## src/sv/stmm_pkg.sv

```systemverilog
// shared constants, types and helper functions of the sparse triplet matrix multiply unit
`default_nettype none

package stmm_pkg;

  localparam int MAX_DIM     = 16;
  localparam int STORE_DEPTH = 256;

  localparam int CFG_W     = 5;
  localparam int DIM_W     = $clog2(MAX_DIM + 1);
  localparam int IDX_W     = (MAX_DIM > 1) ? $clog2(MAX_DIM) : 1;
  localparam int POS_W     = $clog2(STORE_DEPTH + 1);
  localparam int ADDR_W    = (STORE_DEPTH > 1) ? $clog2(STORE_DEPTH) : 1;
  localparam int PROD_W    = 2 * DIM_W;
  localparam int VAL_W     = 32;
  localparam int OUT_IDX_W = 4;

  localparam int REG_IDX_W = 2;
  localparam int APB_AW    = REG_IDX_W + 2;
  localparam int APB_DW    = 32;

  // register indexes on the config port
  localparam logic [REG_IDX_W-1:0] REG_ROWS_A    = 2'd0;
  localparam logic [REG_IDX_W-1:0] REG_INNER_DIM = 2'd1;
  localparam logic [REG_IDX_W-1:0] REG_COLS_B    = 2'd2;

  typedef enum logic [1:0] {
    OP_LOAD_A  = 2'd0,
    OP_LOAD_B  = 2'd1,
    OP_FETCH   = 2'd2,
    OP_NEW_JOB = 2'd3
  } op_e;

  typedef struct packed {
    logic [IDX_W-1:0] row;
    logic [IDX_W-1:0] col;
    logic [VAL_W-1:0] val;
  } trip_t;

  typedef struct packed {
    logic             start;
    logic [POS_W-1:0] dividend;
    logic [DIM_W-1:0] divisor;
  } div_req_t;

  typedef struct packed {
    logic             done;
    logic [POS_W-1:0] quot;
    logic [DIM_W-1:0] rem;
  } div_rsp_t;

  // zero acts as one, anything above the maximum acts as the maximum
  function automatic logic [DIM_W-1:0] eff_dim(input logic [CFG_W-1:0] d);
    if (d == '0) return DIM_W'(1);
    if (32'(d) > MAX_DIM) return DIM_W'(MAX_DIM);
    return DIM_W'(d);
  endfunction

  // element count of an r by c matrix, limited to the store depth
  function automatic logic [POS_W-1:0] capped_total(input logic [DIM_W-1:0] r,
                                                    input logic [DIM_W-1:0] c);
    logic [PROD_W-1:0] t;
    t = PROD_W'(r) * PROD_W'(c);
    return (32'(t) > STORE_DEPTH) ? POS_W'(STORE_DEPTH) : POS_W'(t);
  endfunction

endpackage

`default_nettype wire

```

## src/sv/stmm_div.sv

```systemverilog
// iterative restoring divider, one quotient bit per cycle, for position to row and column
`default_nettype none

module stmm_div (
  input  logic               clk_i,
  input  logic               rst_ni,
  input  stmm_pkg::div_req_t req_i,
  output stmm_pkg::div_rsp_t rsp_o
);

  import stmm_pkg::*;

  localparam int CNT_W = $clog2(POS_W + 1);

  logic             busy_q, busy_d;
  logic             done_q, done_d;
  logic [CNT_W-1:0] cnt_q, cnt_d;
  logic [POS_W-1:0] quo_q, quo_d;
  logic [DIM_W-1:0] rem_q, rem_d;
  logic [DIM_W-1:0] dsr_q, dsr_d;
  logic [DIM_W:0]   trial;
  logic             ge;

  // shift the next dividend bit into the partial remainder
  assign trial = {rem_q, quo_q[POS_W-1]};
  assign ge    = trial >= {1'b0, dsr_q};

  always_comb begin
    busy_d = busy_q;
    done_d = done_q;
    cnt_d  = cnt_q;
    quo_d  = quo_q;
    rem_d  = rem_q;
    dsr_d  = dsr_q;
    if (req_i.start) begin
      busy_d = 1'b1;
      done_d = 1'b0;
      cnt_d  = CNT_W'(POS_W);
      quo_d  = req_i.dividend;
      rem_d  = '0;
      dsr_d  = req_i.divisor;
    end else if (busy_q) begin
      quo_d = {quo_q[POS_W-2:0], ge};
      rem_d = ge ? DIM_W'(trial - {1'b0, dsr_q}) : trial[DIM_W-1:0];
      cnt_d = cnt_q - 1'b1;
      if (cnt_q == CNT_W'(1)) begin
        busy_d = 1'b0;
        done_d = 1'b1;
      end
    end
  end

  always_ff @(posedge clk_i or negedge rst_ni) begin
    if (!rst_ni) begin
      busy_q <= 1'b0;
      done_q <= 1'b0;
      cnt_q  <= '0;
    end else begin
      busy_q <= busy_d;
      done_q <= done_d;
      cnt_q  <= cnt_d;
    end
  end

  always_ff @(posedge clk_i) begin
    quo_q <= quo_d;
    rem_q <= rem_d;
    dsr_q <= dsr_d;
  end

  assign rsp_o.done = done_q;
  assign rsp_o.quot = quo_q;
  assign rsp_o.rem  = rem_q;

endmodule

`default_nettype wire

```

## config.mk

```make
export PLATFORM = sky130hd
export DESIGN_NAME = stmm_div
export DESIGN_NICKNAME = d
export VERILOG_FILES = /design/src/sv/stmm_pkg.sv /design/src/sv/stmm_div.sv
export SDC_FILE = /design/constraint.sdc
export NUM_CORES = 1
export LEC_CHECK = 0
export BUFFER_PORTS_ARGS = -buffer_cell sky130_fd_sc_hd__buf_2
export CAP_MARGIN = 20
export CELL_PAD_IN_SITES_DETAIL_PLACEMENT = 0
export CELL_PAD_IN_SITES_GLOBAL_PLACEMENT = 1
export CORE_ASPECT_RATIO = 2
export CORE_MARGIN = 3
export CORE_UTILIZATION = 44
export DETAILED_ROUTE_END_ITERATION = 6
export PLACE_DENSITY = 0.91
export SLEW_MARGIN = 20
export SYNTH_ARGS = -nofsm -noshare
export SYNTH_HDL_FRONTEND = slang
export SYNTH_SLANG_ARGS = --single-unit
```

## constraint.sdc

```tcl
create_clock -name clk_i -period 3 [get_ports clk_i]
set_input_delay 0.15 -clock clk_i [delete_from_list [all_inputs] [get_ports clk_i]]
set_output_delay 0.15 -clock clk_i [all_outputs]
set_load 0.03 [all_outputs]
```

# Word-level counts from Yosys, hierarchy flattened
# Index checks and enable logic that the tools add are counted.
op_classes:
  add_sub_neg: 2
  order_cmp: 1
  eq_ne: 1
  muxes: 11
  reduce_logical: 3
ops:
  columns: ["operator", "count"]
  rows:
  - ["$mux 9", 2]
  - ["$mux 4", 2]
  - ["$ge 6x5->1", 1]
  - ["$mux 1", 6]
  - ["$mux 5", 1]
  - ["$sub 5x5->5", 1]
  - ["$eq 4x1->1 const B", 1]
  - ["$reduce_bool 2->1", 2]
  - ["$sub 4x1->4 const B", 1]
  - ["$reduce_and 2->1", 1]
word_totals:
  reg_bits: 25
  inputBits: 17
  output_inout_bits: 15
  elab_cells: 24

# Logic depth before layout (Yosys ltp)
# Gate-level depths: netlist (run 1).
logic_depth:
  depth_word: 4
  depth_mapped: 8
  ltp_nobuf: 8

# Worst setup path after synthesis (run 1)
# OpenSTA, ideal clock, no wires.
synth_timing:
  path_type: "reg2reg"
  start: "reg quo_q[8]"
  end: "reg rem_q[2]"
  setup_ns: 0.117
  arrival_time_ns: 2.052
  t_required_ns: 2.883
  setup_slack_ns: 0.831
  stages_incl_launch_ff: 9
  path_buffers: 0
  period_less_slack_ns: 2.169
  path_cell_list: "edfxtp_1 inv_1 ha_1 inv_1 fa_1 nand3_1 a31oi_4 or3_1 a32o_1"
synth_via:
  elab_chain_len: 2
  word_cells_on_any_way: 3
  cone_classes: "1 x add/sub; 1 x order compare; 1 x mux"
synth_lines:
  columns: ["item", "line_no", "source"]
  rows:
  - ["start, declared", "stmm_div.sv:18", "logic [POS_W-1:0] quo_q, quo_d;"]
  - ["start signal, assigned", "stmm_div.sv:66", "quo_q <= quo_d;"]
  - ["$sub 5x5->5 or $ge 6x5->1 (tied branches)", "stmm_div.sv:44, stmm_div.sv:26", null]
  - ["$mux 5 *", "stmm_div.sv:44", "rem_d = ge ? DIM_W'(trial - {1'b0, dsr_q}) : trial[DIM_W-1:0];"]
  - ["end signal, assigned", "stmm_div.sv:67", "rem_q <= rem_d;"]
  - ["end, declared", "stmm_div.sv:19", "logic [DIM_W-1:0] rem_q, rem_d;"]
# Every way passes the cells marked *; elsewhere a longest branch is shown, timed or not.
# A chain may end at the register's enable or synchronous reset.

# Final worst setup path (run 1)
# Ends and elaborated chain as after synthesis.

==> qor.yml, run 1 <==
multi_input_area_sq_um: 543.0
cap_violations: 0
wl_per_cell_um: 14.70
synth_top_area_share_pct: 32.84
hold_viol: 0
period_share_pct: 72.08
synthesis.instances: 107
start_kind: "flip-flop"
design.die.area_sq_um: 3632
die_h_um: 82.28
yosysTopAreaCell: "edfxtp_1"
ir_drop_mv: 0.5913
clock_sinks: 25
clock-root-buffer: "clkbuf_8"
critPathRequiredTime_ns: 3.16
power_density_nw_per_um2: 926.2
synth.most_common_cell: "edfxtp_1"
grt_first_pass_wirelength_mm: 4.209
clock.fmax_mhz: 462.4
dp_hpwl_mm: 1.928
outcome: "completed"
htree_num_levels: 1
antenna_found_initial: 0
grt_usage_pct: 15.62
synth_edf_count: 14
rows: 27
synth_ff_type: "edfxtp_1"
initial_core_util_pct: 46.21
synthTopCellsByCount: "edfxtp_1 (14), inv_1 (11), mux2_2 (8), ha_1 (7), nor2_1 (7)"
ant_nets: 0
drc: 0
yosys.area_share.simple_pct: 10.95
min_path_type: "in -> reg"
reg2reg_depth: 8
seqPwrFrac_pct: 40.1
synth_area_leaders: "edfxtp_1 (33%), dfrtp_1 (12%), dfxtp_1 (7.8%)"
grt_max_degree: 25
seq_area_sq_um: 670.6
yosysUniqueCellTypes: 41
vias_per_cell: 5.563
vias: 929
intPower_mw: 0.8245
finalNonFillerCells: 167
core-area_sq_um: 2770
cts_tree: "done"
worst_pin_slew_ns: 0.4504
hold_depth: 1
fillerInstances: 248
antennaDiodeCount: 0
slew_headroom_pct: 69.97
p_sw_share_pct: 40.71
synthMuxAreaShare_pct: 7.038
netlist_area_sq_um: 1280
setup_tns_ns: 0
critical_path_class: "reg -> reg"
overflow: 0
end_kind: "flip-flop"
fin_crit_ns: 2.162
finalSetupViolCount: 0
async_flop_share_pct: 24.00
synth_compound_area_share_pct: 13.29
post-place-cells: 162
dr.pass1.iters: 4
syn_to_final_growth_pct: 17.30
pwr-share-clk_pct: 14.0
pwr-share-comb_pct: 45.8
clk_path_buf_depth: 2
path_clk_slew_ns: 0.08
routed_wl_mm: 2.455
final_max_slew_viol_count: 0
cts_resized: 0
nNetsFinal: 164
cts_buffers: 3
io-pin-count: 32
arrival_ns: 2.32
ys_warn_count: 0
power.total_mw: 1.391
synth_sequential_area_ratio_pct: 52.39
finClkSkew_ns: 0.004759
chipWidth_um: 44.14
synth.avg_cell_area_sq_um: 11.96
synth_xor_xnor_area_share_pct: 2.737
power_leakage_nw: 0.6634
placedInstanceArea_sq_um: 1446
io_buffers: 31
final_area_sq_um: 1501
grt_pass1_vias: 1015
gp_congestion: 0.9048
critPathMaxFanout: 7
synthAdderAreaFrac_pct: 8.407
p_sw_mw: 0.5661
synth_top_family_by_area: "compound AO/OA/AOI/OAI gates"
insertion_delay_ns: 0.26
synth_seq_cells: 25
layout-drive-gt1-share_pct: 33.33
drt_iter0_drc: 24
syn-num-nets: 132
rsz0062_at_grt: "false"
post-route-util_pct: 54.20
==> registers in the layout (all words and copies together) (netlist names) <==
signal	cells
quo_q	9
dsr_q	5
rem_q	5
cnt_q	4
busy_q	1
done_q	1
==> logic make-up after synthesis <==
group | Yosys count
simple gates | 26
flops | 25
compound gates | 20
buf+inv | 16
mux | 8
fa+ha+maj | 8
xor+xnor | 4
==> layer usage <==
metal	up-vias	global-route usage (%)	wire length [um]
met1	427	16.99	908
met4	0	13.60	116
met2	42	25.00	1301
met5	-	0	0
met3	10	3.037	129
li1	450	-	-
==> cell type report <==
| type | count | share of cell area [%] |
|---|---|---|
| clock buffer | 4 | 3.000 |
| inverter | 11 | 2.750 |
| multi-input combinational | 66 | 36.17 |
| sequential | 25 | 44.67 |
| tap | 29 | 2.417 |
| timing repair buffer | 32 | 11.00 |
==> stage by stage <==
step	hold WS (ns)	setup WS, ns
floorplan	-0.1456	0.8306
global placement	-0.02447	0.9948
detailed placement	-0.01949	0.8821
CTS	0.05470	0.8672
global route	0.04471	0.7088
finish	0.05867	0.8376
==> critical path, stage by stage, from the launching register on <==
cell      delay, ns
edfxtp_1       0.40
inv_1          0.10
ha_1           0.17
inv_1          0.05
fa_1           0.40
nand3_1        0.20
a31oi_4        0.14
or3_1          0.33
a32o_1         0.26
==> layout by cell type (no fill, tap or decap), types with 2 or more instances in the layout <==
| cell type | instances |
|---|---|
| buf_2 | 31 |
| edfxtp_1 | 14 |
| inv_1 | 11 |
| mux2_2 | 8 |
| nor2_1 | 7 |
| ha_1 | 7 |
| dfrtp_1 | 6 |
| dfxtp_1 | 5 |
| nand3_1 | 3 |
| nand2_1 | 3 |
| xnor2_1 | 3 |
| a32o_1 | 3 |
| clkbuf_8 | 3 |
| nand4_1 | 2 |
| a21oi_1 | 2 |
| or3_1 | 2 |
| o21ai_1 | 2 |
| nand2b_1 | 2 |
==> timing repair <==
action / 4_1_cts / 5_1_grt
hold endpoints to repair: 6 / 0
buffers inserted: 0 / 0
hold buffers: 1 / 0
==> power groups by stage <==
| stage | Sequential [mW] | Combinational, mW | Clock (mW) |
|---|---|---|---|
| 6_report | 0.558 | 0.638 | 0.195 |
| 5_1_grt | 0.576 | 0.697 | 0.213 |
| 4_1_cts | 0.559 | 0.639 | 0.203 |
| 3_5_place_dp | 0.567 | 0.635 | 0 |
| 3_3_place_gp | 0.561 | 0.617 | 0 |
| 2_1_floorplan | 0.662 | 0.382 | 0 |
==> path summary, 6_finish.rpt <==
kind	startpoint	endpoint	slack [ns]
setup / recovery	quo_q[8]	rem_q[2]	0.84
hold / removal	req_i[2]	dsr_q[2]	0.06
setup reg to reg	quo_q[8]	rem_q[2]	0.84
hold reg to reg	done_q	done_q	0.51
max in group asynchronous	rst_ni	cnt_q[1]	2.61
min in group asynchronous	rst_ni	cnt_q[2]	0.24
Power figures use the tool's default switching activity.
==> inputs of run 2 (changes only) <==
--- a/config.mk
+++ b/config.mk
@@ -11,9 +11,9 @@
 export CELL_PAD_IN_SITES_GLOBAL_PLACEMENT = 1
 export CORE_ASPECT_RATIO = 2
 export CORE_MARGIN = 3
-export CORE_UTILIZATION = 44
+export CORE_UTILIZATION = 40
 export DETAILED_ROUTE_END_ITERATION = 6
-export PLACE_DENSITY = 0.91
+export PLACE_DENSITY = 0.85
 export SLEW_MARGIN = 20
 export SYNTH_ARGS = -nofsm -noshare
 export SYNTH_HDL_FRONTEND = slang
==> constraint.sdc (replaced) <==
create_clock -name clk_i -period 2.2 [get_ports clk_i]
set_input_delay 0.11 -clock clk_i [delete_from_list [all_inputs] [get_ports clk_i]]
set_output_delay 0.11 -clock clk_i [all_outputs]
set_load 0.03 [all_outputs]
==> qor.yml, run 2 (synthesized netlist as in run 1, its figures left out) <==
outcome: "completed"
nNetsFinal: 164
hold_viol: 0
worst_pin_slew_ns: 0.4609
end_kind: "flip-flop"
finalSetupViolCount: 0
clk_path_buf_depth: 2
die_h_um: 86
multi_input_area_sq_um: 548.0
arrival_ns: 2.22
r2r_start: "quo_q[8]"
clock-root-buffer: "clkbuf_8"
largest_reg_flops: 9
final_max_slew_viol_count: 0
grtUsageMet1_pct: 16.64
final_common_cell: "buf_2"
insertion_delay_ns: 0.26
rsz0062_at_grt: "false"
seq_area_sq_um: 670.6
cap_violations: 0
grt_max_degree: 25
grt_pass1_vias: 955
clock.fmax_mhz: 485.8
power_density_nw_per_um2: 1259
vias: 906
startpoint: "quo_q[8]"
drc: 0
fin_crit_ns: 2.058
antenna_found_initial: 0
initial_core_util_pct: 42.48
hold_ws_ns: 0.01496
placedInstanceArea_sq_um: 1448
regMostFlops: "quo_q"
reg.largest.list: "quo_q x9, dsr_q x5, rem_q x5"
power_leakage_nw: 0.6634
final_area_sq_um: 1511
dp_hpwl_mm: 2.033
cts_tree: "done"
critPathRequiredTime_ns: 2.36
vias_per_cell: 5.393
rows: 28
start_kind: "flip-flop"
grt_use_met2_pct: 24.87
post-route-util_pct: 50.17
fillerInstances: 285
critical_path_class: "reg -> reg"
cts_buffers: 3
io_buffers: 31
syn_to_final_growth_pct: 18.08
grt_usage_pct: 14.42
dr.pass1.iters: 4
grt_first_pass_wirelength_mm: 4.298
wl_per_cell_um: 15.20
ant_nets: 0
chipWidth_um: 46
finClkSkew_ns: 0.001432
clock_sinks: 25
period_share_pct: 93.56
final_cell_mix: "buf_2 (31), edfxtp_1 (14), inv_1 (11)"
drt_iter0_drc: 16
routed_wl_mm: 2.553
design.die.area_sq_um: 3956
min_path_type: "in -> reg"
setup_tns_ns: 0
min_from: "req_i[1]"
grt-busiest-layer: "met2"
power.total_mw: 1.903
overflow: 0
gp_congestion: 0.8937
io-pin-count: 32
core-area_sq_um: 3013
critPathMaxFanout: 7
layout-drive-gt1-share_pct: 34.78
met3_usage_pct: 1.891
post_cts_buffers: 0
antennaDiodeCount: 0
ir_drop_mv: 0.6480
htree_num_levels: 1
path_clk_slew_ns: 0.08
slew_headroom_pct: 69.27
[run 2: per-layer routing]
metal / vias to the layer above / wire [um]
li1: 447 / -
met1: 440 / 936
met2: 17 / 1510
met3: 2 / 74
met4: 0 / 31
met5: - / 0
[run 2: worst paths after layout]
path | endpoint | slack [ns] | cells past startpoint
worst min register to register | done_q | 0.50 | 2
worst min-delay path | dsr_q[1] | 0.01 | 1
min in group asynchronous | busy_q | 0.20 | 2
worst max register to register | rem_q[2] | 0.14 | 8
max in group asynchronous | cnt_q[0] | 1.86 | 2
worst max-delay path | rem_q[2] | 0.14 | 8
[run 2: per-stage QoR]
| step | instances | worst slack [ns] |
|---|---|---|
| 2_1_floorplan | 107 | 0.03062 |
| 3_3_place_gp | 163 | 0.1734 |
| 3_5_place_dp | 163 | 0.09497 |
| 4_1_cts | 168 | 0.08544 |
| 5_1_grt | 168 | 0.01261 |
| 6_report | 168 | 0.1417 |
[run 2: critical path, cell delays in order, from the launching register on]
cell and delay, ns:
edfxtp_1 0.39, inv_1 0.09, ha_1 0.16, inv_1 0.05
fa_1 0.42, nand3_2 0.14, a31oi_4 0.13, or3_1 0.32
a32o_1 0.25
[run 2: what timing repair did]
action | 4_1_cts | 5_1_grt
gates resized for setup | 0 | 1
hold buffers | 1 | 0
endpoints found under the hold margin | 6 | 0
setup endpoints to repair | 0 | 2
[run 2: final cells by class]
cell class | count | area share [%]
Sequential cell | 25 | 44.37
Multi-Input combinational cell | 66 | 36.26
Timing Repair Buffer | 32 | 10.93
Clock buffer | 3 | 2.732
Inverter | 11 | 2.732
Tap cell | 30 | 2.483
Clock inverter | 1 | 0.4967
[run 2: power by group]
group          switching, mW  internal, mW  leakage, nW
logic                  0.522         0.352        0.387
clock network          0.140         0.128       0.0217
registers              0.117         0.644        0.255
total                  0.779          1.12        0.663
